[src/rtl/core/km_isqrt.sv]
// iterative integer square root, floor, one root bit per cycle
// depends on nothing but its parameters
module km_isqrt #(
    parameter int RAD_W = 66
) (
    input  logic                 i_clk,
    input  logic                 i_rst_n,
    input  logic                 i_start,
    input  logic [RAD_W-1:0]     i_rad,
    output logic                 o_done,
    output logic [RAD_W/2-1:0]   o_root
);
    localparam int RW    = RAD_W / 2;
    localparam int CNT_W = $clog2(RW + 1);

    logic             r_busy;
    logic             r_done;
    logic [CNT_W-1:0] r_cnt;
    logic [RAD_W-1:0] r_rad;
    logic [RW+1:0]    r_rem;
    logic [RW-1:0]    r_root;
    logic [RW+1:0]    w_rem_sh;
    logic [RW+1:0]    w_trial;
    logic             w_fit;

    assign w_rem_sh = {r_rem[RW-1:0], r_rad[RAD_W-1 -: 2]};
    assign w_trial  = {r_root, 2'b01};
    assign w_fit    = (w_rem_sh >= w_trial);

    always_ff @(posedge i_clk) begin
        if (!i_rst_n) begin
            r_busy <= 1'b0;
            r_done <= 1'b0;
            r_cnt  <= '0;
        end else begin
            r_done <= 1'b0;
            if (i_start) begin
                r_busy <= 1'b1;
                r_cnt  <= '0;
            end else if (r_busy) begin
                r_cnt <= r_cnt + 1'b1;
                if (r_cnt == CNT_W'(RW - 1)) begin
                    r_busy <= 1'b0;
                    r_done <= 1'b1;
                end
            end
        end
    end

    always_ff @(posedge i_clk) begin
        if (i_start) begin
            r_rad  <= i_rad;
            r_rem  <= '0;
            r_root <= '0;
        end else if (r_busy) begin
            r_rad  <= {r_rad[RAD_W-3:0], 2'b00};
            r_rem  <= w_fit ? (w_rem_sh - w_trial) : w_rem_sh;
            r_root <= {r_root[RW-2:0], w_fit};
        end
    end

    assign o_done = r_done;
    assign o_root = r_root;
endmodule

[config.mk]
export PLATFORM = sky130hd
export DESIGN_NAME = km_isqrt
export DESIGN_NICKNAME = d
export VERILOG_FILES = /design/src/rtl/core/km_isqrt.sv
export SDC_FILE = /design/constraint.sdc
export NUM_CORES = 1
export LEC_CHECK = 0
export BUFFER_PORTS_ARGS = -buffer_cell sky130_fd_sc_hd__buf_2
export CAP_MARGIN = 20
export CORE_ASPECT_RATIO = 0.8
export CORE_MARGIN = 2
export CORE_UTILIZATION = 55
export CTS_CLUSTER_SIZE = 24
export DETAILED_ROUTE_END_ITERATION = 10
export HOLD_SLACK_MARGIN = 0.08
export PLACE_DENSITY_LB_ADDON = 0.25
export SYNTH_ARGS = -nofsm -noshare
export SYNTH_HDL_FRONTEND = slang
export SYNTH_SLANG_ARGS = --single-unit
[constraint.sdc]
create_clock -name i_clk -period 3.1 [get_ports i_clk]
set_clock_uncertainty 0.1 [all_clocks]
set_input_delay 0.155 -clock i_clk [delete_from_list [all_inputs] [get_ports i_clk]]
set_output_delay 0.155 -clock i_clk [all_outputs]
set_load 0.005 [all_outputs]
==> reports/qor.txt <==
# diodes: 0
mapped cell area: 7960 um^2
Primary FF master, synth: dfxtp_1
worst slew pin tran: 881 ps
Num CTS Buffers: 17
DIE HEIGHT: 112 um
crit path kind: register to register
final setup vio count: 0
Final Hold Viols: 0
MaxCap Viol Count: 0
largest net degree at the start of global routing: 65
post-synthesis cell count: 799
first-pass GRT wire length: 32200 um
reg2reg setup slack: 160 ps
Pre-antenna DRT Iters: 5
Setup TNS: 0 ps
Initial Util: 56.0%
P_sw: 3080 uW
Final period util: 94.7%
Die X: 138 um
clock transition at the registers of the reported paths: 60 ps
leading area contributor after synthesis: edfxtp_1
routed length per instance: 16.9 um
hold wc startpoint: r_rem[0]
Hold Slack: 379 ps
Relative slew margins: 41.0%
post-CTS setup buffer count: 0
Critical Path AT: 3170 ps
FF-to-FF Start: o_root[20]
Async SR Flop Fraction: 0%
Detail Route Antenna Nets: 0
Setup crit end kind: register
status: completed
overall power: 7920 uW
Max Slew Vio Count: 0
drt via density: 5.78
CP max stage cell: ha_1
share of layout cells above drive strength 1: 22.8%
syn avg cell area: 9.96 um^2
Cell variety after synth: 64
syn_nets: 905
minimum clock period: 2940 ps
RSZ-0062 raised after global routing: no
Clk Latency, worst-skew pair: 430 ps
Critical path origin: o_root[20]
via count: 6651
CP cell instances: inv_1, ha_1, nand2_2, o21ai_0, nor3_1, a31oi_4, a31oi_1, buf_4, or3b_1, a311oi_1
die area: 15400 um^2
power density cells: 805 nW/um^2
logic gate share of total power: 46.3%
CTS max path bufs: 2
Port Buffers: 102
nets: 1060
worst path required time: 3340 ps
hold crit path type: register to register
Post-synth top cells: nor2_1, dfxtp_1, edfxtp_1
Congestion Overflow GR: 0
clock power share: 24.7%
DR DRC count: 0
Leakage: 0.00406 uW
clock sink total: 140
ranking of synthesized cells by area: edfxtp_1, dfxtp_1, mux2_2
Syn-to-layout area delta: 23.7%
most frequent cell after synthesis: nor2_1
Seq cells post-synth: 140
clock root buffer: clkbuf_16
GPL Wtd Cong: 0.942
IO Pins: 103
maximum vdd drop: 0.000606 V
initial antenna violation count: 0
# fillers: 1043
area fraction of the dominant cell type after synthesis: 24.9%
number of flops mapped to enable cells by yosys: 66
GR Util All Layers: 25.7%
switching part of the total: 38.9%
vias in the first global route: 6643
synth warn: 0
internal power: 4840 uW
sequential element share of the synthesized area: 43.5%
Worst path max stage delay: 430 ps
Core Region: 14200 um^2
TritonCTS clock tree: built
final wirelength: 19400 um
proportion of power drawn by flip-flops and latches: 29.1%
Setup crit start kind: register
htree depth: 4
DR iter-0 viols: 404
Rows: 39
Crit Path Max Fanout: 8
DP HPWL: 12400 um
maximum clock rate: 341 MHz
==> cell usage in the layout, fill, tap and decap left out, types with 16 or more instances in the layout <==
cell           netlist  layout
o21ai_0             16      16
edfxtp_1            66      66
inv_1               47      46
ha_1                37      36
mux2_2              64      64
clkbuf_16            0      17
nand3_1             18      18
buf_2               15     101
dlygate4sd3_1        0      68
nor2_1              91      91
nand2_1             45      45
a21oi_1             42      42
mux2i_1             48      48
nand4_1             17      17
dfxtp_1             74      73
a21o_1              20      20
==> routing by layer <==
layer  GRT usage, %  vias to the layer above  part of all wire, %  wire [um]
li1               -                     3239                    -          -
met1           33.2                     3176                   45       8690
met2           42.3                      209                   47       9230
met3           6.54                       27                  6.2       1210
met4           9.25                        0                  1.6        318
met5              0                        -                    0          0
==> state kept, by name, indices dropped and copies added, names as in the netlist <==
register  count
r_rad        66
o_root       33
r_rem        33
r_cnt         6
o_done        1
r_busy        1
==> power groups by stage <==
stage,combinational [uW],sequential [uW],clock (uW)
floorplan,2780,2290,0
global placement,3410,2320,0
detailed placement,3470,2330,0
CTS,3570,2290,1970
global route,4010,2320,2050
finish,3670,2300,1950
==> logic make-up (layout without fill, tap and decap cells) <==
group / count (synthesis) / in the layout / share of synthesized area [%]
DFF: 140 / 140 / 43.5
AOI/OAI and AO/OA: 164 / 164 / 14.4
adders and majority gates: 37 / 37 / 5.82
and+or+nand+nor: 234 / 234 / 14.0
muxes: 112 / 112 / 15.1
xor gates and xnor gates: 20 / 20 / 2.20
buffers and inverters: 92 / 260 / 4.97
==> worst max-delay path, delay by kind of cell (launching register included) <==
kind | cells | cell delay [ps]
flip-flops | 1 | 380
adder cells (fa/ha/maj) | 1 | 430
AND/OR/NAND/NOR | 3 | 630
buffers and inverters | 2 | 260
AO/OA/AOI/OAI | 4 | 1040
==> final timing paths <==
path / to / cells after the start
worst max register to register: r_rem[13] / 10
worst min register to register: r_rem[0] / 2
worst max-delay path: r_rem[13] / 10
worst min-delay path: r_rem[0] / 2
==> final cells by class <==
cell class	count	area [um^2]	area share (%)
Tap cell	184	230	2.34
Sequential cell	140	3470	35.2
Clock buffer	17	425	4.32
Inverter	47	176	1.79
Multi-Input combinational cell	567	4110	41.7
Timing Repair Buffer	181	1300	13.2
Clock inverter	15	136	1.39
==> timing repair <==
item,CTS,global route
gates resized for setup,0,2
hold buffers,68,0
hold endpoints to repair,93,0
endpoints found under the setup margin,0,5
==> stage by stage <==
stage / cells / setup WS [ps] / utilization (%) / instance area (um^2)
finish: 1151 / 164 / 69.3 / 9840
detailed placement: 1051 / 183 / 60.5 / 8590
global placement: 1051 / 266 / 60.5 / 8590
global route: 1151 / 20.1 / 69.3 / 9840
CTS: 1151 / 182 / 69.3 / 9830
floorplan: 799 / 462 / - / 7960
No activity file was read; power rests on OpenSTA's default activity.
