--- src/rtl/core/km_div.sv ---
// iterative restoring divider, one quotient bit per cycle
// depends on nothing but its parameters
module km_div #(
    parameter int NUM_W = 42,
    parameter int DEN_W = 11
) (
    input  logic             i_clk,
    input  logic             i_rst_n,
    input  logic             i_start,
    input  logic [NUM_W-1:0] i_num,
    input  logic [DEN_W-1:0] i_den,
    output logic             o_done,
    output logic [NUM_W-1:0] o_quot
);
    localparam int CNT_W = $clog2(NUM_W + 1);

    logic             r_busy;
    logic             r_done;
    logic [CNT_W-1:0] r_cnt;
    logic [DEN_W-1:0] r_rem;
    logic [DEN_W-1:0] r_den;
    logic [NUM_W-1:0] r_quo;
    logic [DEN_W:0]   w_rem_sh;
    logic             w_fit;

    assign w_rem_sh = {r_rem, r_quo[NUM_W-1]};
    assign w_fit    = (w_rem_sh >= {1'b0, r_den});

    always_ff @(posedge i_clk) begin
        if (!i_rst_n) begin
            r_busy <= 1'b0;
            r_done <= 1'b0;
            r_cnt  <= '0;
        end else begin
            r_done <= 1'b0;
            if (i_start) begin
                r_busy <= 1'b1;
                r_cnt  <= '0;
            end else if (r_busy) begin
                r_cnt <= r_cnt + 1'b1;
                if (r_cnt == CNT_W'(NUM_W - 1)) begin
                    r_busy <= 1'b0;
                    r_done <= 1'b1;
                end
            end
        end
    end

    always_ff @(posedge i_clk) begin
        if (i_start) begin
            r_rem <= '0;
            r_quo <= i_num;
            r_den <= i_den;
        end else if (r_busy) begin
            r_rem <= w_fit ? DEN_W'(w_rem_sh - {1'b0, r_den}) : DEN_W'(w_rem_sh);
            r_quo <= {r_quo[NUM_W-2:0], w_fit};
        end
    end

    assign o_done = r_done;
    assign o_quot = r_quo;
endmodule

--- config.mk ---
export PLATFORM = sky130hd
export DESIGN_NAME = km_div
export DESIGN_NICKNAME = d
export VERILOG_FILES = /design/src/rtl/core/km_div.sv
export SDC_FILE = /design/constraint.sdc
export NUM_CORES = 1
export LEC_CHECK = 0
export ABC_AREA = 1
export BUFFER_PORTS_ARGS = -buffer_cell sky130_fd_sc_hd__clkbuf_2
export CORE_UTILIZATION = 50
export DETAILED_ROUTE_END_ITERATION = 8
export GPL_ROUTABILITY_DRIVEN = 0
export GPL_TIMING_DRIVEN = 0
export PLACE_DENSITY_LB_ADDON = 0.25
export SLEW_MARGIN = 20
export SYNTH_ARGS = -nofsm -noshare
export SYNTH_HDL_FRONTEND = slang
export SYNTH_SLANG_ARGS = --single-unit
export TNS_END_PERCENT = 1
--- constraint.sdc ---
create_clock -name i_clk -period 2.25 [get_ports i_clk]
set_input_delay 0.3375 -clock i_clk [delete_from_list [all_inputs] [get_ports i_clk]]
set_output_delay 0.3375 -clock i_clk [all_outputs]
set_load 0.005 [all_outputs]
==> out/qor.yml, run 1 <==
timing:
  fmax_ghz: 0.4947
  worst_pin_slew_ns: 0.5742
  skew_ns: 0.009307
  finalHoldViolCount: 0
  min_period_ns: 2.021
  fin_setup_tns_ns: 0
  setup_ws_ns: 0.2287
  setup_viol: 0
  slew_headroom_pct: 61.72
  rsz0062_at_grt: "no"
  fin_crit_sh_pct: 89.84
  hold_ws_ns: 0.1502
  finalMaxSlewViolations: 0
worst_setup_path:
  crit_arrival_ns: 2.27
  crit_type: "reg -> reg"
  startpoint_type: "register"
  cp-end-kind: "register"
  cp_max_fo: 10
  required_ns: 2.50
yosys:
  yosys_register_bits: 72
  synthSimpleGateAreaFrac_pct: 32.43
  synthMuxAreaShare_pct: 0
  synth-compound-area-share_pct: 1.825
  synth_fa_ha_area_share_pct: 4.846
  synthCells: 451
  syn-num-nets: 521
  synth_top_family_by_area: "simple AND/OR/NAND/NOR gates"
  yosysWarnings: 0
  synth-xor-area-share_pct: 0.6970
  synth_cell_types: 32
  avgSynthCellArea_um2: 8.359
  synth_area_um2: 3770
  seq_area_frac_synth_pct: 52.31
global_routing:
  grt_use_met3_pct: 5.690
  grt_use_total_pct: 23.05
  gr-usage-met1_pct: 29.07
  grt_use_met2_pct: 38.04
  grt_overflow_total: 0
  grt_start_max_net_pins: 37
  first_global_vias: 2975
  antenna_found_initial: 0
  grt_pass1_wl_mm: 13.63
  grt-busiest-layer: "met2"
layout:
  final_core_util_pct: 63.50
  final_cell_mix: "197 x nand2_1, 98 x clkbuf_2, 53 x edfxtp_1"
  layoutNonFillerInstCount: 665
  drive_above_1_share_pct: 25.97
  fin_area_um2: 4606
  n_antenna_cell: 0
  area_delta_synth_final_pct: 22.17
  layout_commonest_cell: "nand2_1"
  fin_nets: 631
cts:
  clk_pin_slew_ns: 0.08
  cts_buffer_depth: 2
  cts_tree: "yes"
  insertion_delay_ns: 0.36
  postCtsResizedCells: 0
  cts-hold-fix-buffers: 0
  cts-root-buf: "clkbuf_8"
  cts.sinks: 72
  ctsHtreeMaxLevel: 3
  cts-buffers-inserted: 9
  cts_setup_buffers: 0
min_path:
  hold_path_class: "in -> reg"
power:
  ir_worst_vdd_mv: 0.4081
  power_mw: 3.050
  powerDensity_nw_per_um2: 662.3
  cellLeakagePower_nw: 2.355
routing:
  drc: 0
  via_per_inst: 4.898
  drt_iter0_markers: 147
  drtAntennaViolNets: 0
  firstDrtPassIters: 4
  wl_mm: 8.253
  detail_route.wl_per_cell_um: 12.41
  vias: 3257
placement:
  post-place-ws_ns: -0.07175
  dp_hpwl_mm: 6.127
  numPortBuffers: 98
  placed_cell_area_um2: 4404
  dp_cells: 649
die:
  dieWidth_um: 88.83
  die_area_um2: 7891
  ioPinCount: 99
  placementRows: 31
  die_h_um: 88.83
  start_util_pct: 51.98
  core-area_um2: 7253
outcome:
  outcome: "finished clean"
flow_run:
  cap_violations: 0
[synth_stat cells]
cell,count,area share (%)
inv_2,2,0.20
and2_4,1,0.23
and3_1,1,0.17
inv_1,51,5.1
fa_1,1,0.53
nand2_1,197,20
nand4_1,14,2.3
nand3_2,5,1.3
a21oi_2,1,0.23
clkbuf_1,9,0.90
xnor2_1,2,0.46
nor2_2,2,0.33
nor2_4,1,0.30
or2_1,1,0.17
o21ai_0,3,0.40
nand2_2,11,1.8
clkinv_1,1,0.099
buf_4,1,0.20
nand4_4,1,0.56
ha_1,13,4.3
clkbuf_4,1,0.20
a21oi_1,6,0.80
dfxtp_1,19,10
buf_2,3,0.40
buf_12,1,0.53
edfxtp_1,53,42
xor2_1,1,0.23
nor3_1,3,0.40
nor2_1,16,1.6
a211oi_1,2,0.40
nand3_1,27,3.6
buf_6,1,0.30
[registers in the layout (all words and copies together), names as in the netlist]
signal / cells
r_busy: 1
o_quot: 42
r_rem: 11
r_den: 11
r_cnt: 6
o_done: 1
[logic make-up after synthesis]
family          Yosys count
simple gates            280
xor+xnor                  3
flops                    72
fa+ha+maj                14
compound gates           12
buf+inv                  70
[power by group]
part	leakage, nW	internal (mW)	switching (mW)	total, mW
logic	1.56	0.175	0.243	0.418
clock network	0.0968	0.518	0.512	1.03
registers	0.693	1.55	0.0543	1.60
[worst max-delay path, cell delays in order (launching register included)]
cell and delay, ns:
edfxtp_1 0.36, inv_1 0.06, ha_1 0.23, fa_1 0.41, inv_1 0.10, nand3_1 0.09, nand3_2 0.13, nand2_2 0.10
nand4_4 0.10, buf_12 0.15, nand3_2 0.06, nand3_1 0.07, nand2_1 0.05
[cell type report]
type                            instances  area [um^2]
Clock buffer                           10        127.6
Timing Repair Buffer                   99        510.5
Inverter                               54        202.7
Sequential cell                        72         1972
Clock inverter                          6        68.82
Tap cell                               99        123.9
Fill cell                             660         2648
Multi-Input combinational cell        309         1505
Buffer                                 16        95.09
[metal layers]
layer | wire length, um | up-vias | share of wire, %
li1 | - | 1665 | -
met1 | 3644 | 1484 | 44
met3 | 539 | 12 | 6.5
met5 | 0 | - | 0
met2 | 3936 | 96 | 48
met4 | 132 | 0 | 1.6
[final timing paths]
path,startpoint,endpoint,slack (ns),cells after the start
hold / removal,i_den[4],r_den[4],0.15,1
setup reg to reg,o_quot[41],r_rem[9],0.23,12
hold reg to reg,r_rem[5],r_rem[5],0.48,2
setup / recovery,o_quot[41],r_rem[9],0.23,12
(Power assumes the default switching activity.)
==> run 2, diff against run 1 <==
Clock period 2.25 ns to 2.5 ns, I/O delays scaled along.
==> run 2 against run 1 <==
Net effect:
- total power down 10%
- sequential share of layout area about the same
- highest routed layer unchanged
- fmax down 2.8%
- via count down 0.43%
- routed wire length down 0.58%
- first-iteration DRC count down 8.2%
- clock-buffer cell count unchanged
- non-clock buffer count unchanged
- worst setup slack better by 0.19 ns
- sequential cell count unchanged
- core utilization down 0.069 points
- critical endpoint unchanged
==> out/qor.yml, run 2 (synthesis gave the netlist of run 1 again) <==
timing:
  fmax_ghz: 0.4806  # was 0.4947 GHz
  finalHoldViolCount: 0  # unchanged
  fin_setup_tns_ns: 0  # unchanged
  worst_pin_slew_ns: 0.5839  # was 0.5742 ns
  min_period_ns: 2.081  # was 2.021 ns
  skew_ns: 0.009418  # was 0.009307 ns
  setup_ws_ns: 0.4194  # was 0.2287 ns
  slew_headroom_pct: 61.07  # was 61.72%
  rsz0062_at_grt: "no"  # unchanged
  hold_ws_ns: 0.1879  # was 0.1502 ns
  fin_crit_sh_pct: 83.22  # was 89.84%
  setup_viol: 0  # unchanged
  finalMaxSlewViolations: 0  # unchanged
cts:
  cts_tree: "yes"  # unchanged
  clk_pin_slew_ns: 0.08  # about the same
  cts_setup_buffers: 0  # unchanged
  ctsHtreeMaxLevel: 3  # unchanged
  cts.sinks: 72  # unchanged
  insertion_delay_ns: 0.36  # about the same
  cts-hold-fix-buffers: 0  # unchanged
  cts-root-buf: "clkbuf_8"  # unchanged
  cts_buffer_depth: 2  # unchanged
  postCtsResizedCells: 0  # unchanged
  cts-buffers-inserted: 9  # unchanged
die:
  dieWidth_um: 88.83  # unchanged
  placementRows: 31  # unchanged
  core-area_um2: 7253  # unchanged
  ioPinCount: 99  # unchanged
  start_util_pct: 51.98  # unchanged
  die_h_um: 88.83  # unchanged
  die_area_um2: 7891  # unchanged
placement:
  dp_cells: 649  # unchanged
  numPortBuffers: 98  # unchanged
  post-place-ws_ns: 0.1408  # was -0.07175 ns
  placed_cell_area_um2: 4404  # unchanged
  dp_hpwl_mm: 6.127  # unchanged
worst_setup_path:
  cp-end-kind: "register"  # unchanged
  crit_top_cell: "nand3_1"
  cp_max_fo: 10  # unchanged
  cp_top_family: "simple AND/OR/NAND/NOR gates"  # was adder cells
  crit_type: "reg -> reg"  # unchanged
  critical-path-slowest-cell: "fa_1"  # unchanged
  setup.worst_path.start: "o_quot[41]"  # unchanged
  regToRegStartpoint: "o_quot[41]"  # unchanged
  crit_arrival_ns: 2.33  # was 2.27 ns
  required_ns: 2.75  # was 2.50 ns
  crit_chain: "inv_1 > ha_1 > fa_1 > inv_1 > nand3_1 > nand3_1 > nand2_2 > nand4_4 > buf_12 > nand3_2 > nand3_1 > nand2_1"  # was inv_1 > ha_1 > fa_1 > inv_1 > nand3_1 > nand3_2 > nand2_2 > nand4_4 > buf_12 > nand3_2 > nand3_1 > nand2_1
  slowest_delay_ns: 0.41  # about the same
  cp_num_buf_inv: 3  # unchanged
  startpoint_type: "register"  # unchanged
min_path:
  min-delay-start: "i_den[4]"  # unchanged
  hold_path_class: "in -> reg"  # unchanged
routing:
  dr_wl_met3_um: 517  # was 539 um
  wl_mm: 8.205  # was 8.253 mm
  drc: 0  # unchanged
  via_per_inst: 4.877  # was 4.898
  drtAntennaViolNets: 0  # unchanged
  maxUsedRoutingLayer: "met4"  # unchanged
  vias: 3243  # was 3,257
  drt_iter0_markers: 135  # was 147
  firstDrtPassIters: 4  # unchanged
  wl_met2_mm: 3.913  # was 3.936 mm
  detail_route.wl_per_cell_um: 12.34  # was 12.41 um
  wl_met1_mm: 3.641  # was 3.644 mm
power:
  ir_worst_vdd_mv: 0.3672  # was 0.4081 mV
  p_int_mw: 2.017  # was 2.241 mW
  power_mw: 2.745  # was 3.050 mW
  powerDensity_nw_per_um2: 596.6  # was 662.3 nW/um^2
  power.share.sequential_pct: 52.5  # about the same
  cellLeakagePower_nw: 2.348  # was 2.355 nW
  p_sw_mw: 0.7280  # was 0.8092 mW
  swShare_pct: 26.52  # was 26.53%
  clkPwrFrac_pct: 33.8  # about the same
  power_frac_comb_pct: 13.7  # about the same
layout:
  final_cell_mix: "197 x nand2_1, 98 x clkbuf_2, 53 x edfxtp_1"  # unchanged
  layoutNonFillerInstCount: 665  # unchanged
  fin_nets: 631  # unchanged
  largest_reg_flops: 42  # unchanged
  n_antenna_cell: 0  # unchanged
  drive_above_1_share_pct: 25.80  # was 25.97%
  area_delta_synth_final_pct: 22.04  # was 22.17%
  fin_area_um2: 4601  # was 4606 um^2
  layout_commonest_cell: "nand2_1"  # unchanged
  final_core_util_pct: 63.43  # was 63.50%
global_routing:
  grt_pass1_wl_mm: 13.63  # unchanged
  first_global_vias: 2975  # unchanged
  grt_use_total_pct: 23.05  # unchanged
  grt_overflow_total: 0  # unchanged
  antenna_found_initial: 0  # unchanged
  grt_start_max_net_pins: 37  # unchanged
outcome:
  outcome: "finished clean"  # unchanged
flow_run:
  cap_violations: 0  # unchanged
-- run 2: path summary, 6_finish.rpt --
| check | endpoint | slack, ns | cells after the start |
|---|---|---|---|
| worst max register to register | r_rem[9] | 0.42 | 12 |
| worst max-delay path | r_rem[9] | 0.42 | 12 |
| worst min-delay path | r_den[4] | 0.19 | 1 |
| worst min register to register | r_rem[5] | 0.48 | 2 |
-- run 2: power by group through the flow --
stage / registers [mW] / logic [mW] / clock network, mW
6_report: 1.44 / 0.375 / 0.928
5_1_grt: 1.45 / 0.428 / 1.00
4_1_cts: 1.44 / 0.379 / 0.947
3_5_place_dp: 1.47 / 0.378 / 0
3_3_place_gp: 1.47 / 0.362 / 0
2_1_floorplan: 1.47 / 0.199 / 0
-- run 2: per-layer routing --
metal / GRT usage, % / up-vias
li1: - / 1665
met1: 29.07 / 1479
met2: 38.04 / 87
met3: 5.690 / 12
met4: 9.238 / 0
met5: 0 / -
-- run 2: cell type report --
type                       instances  area (um^2)
timing repair buffer              99        510.5
clock inverter                     6        68.82
multi-input combinational        309         1500
buffer                            16        95.09
fill                             661         2653
inverter                          54        202.7
clock buffer                      10        127.6
tap                               99        123.9
sequential                        72         1972
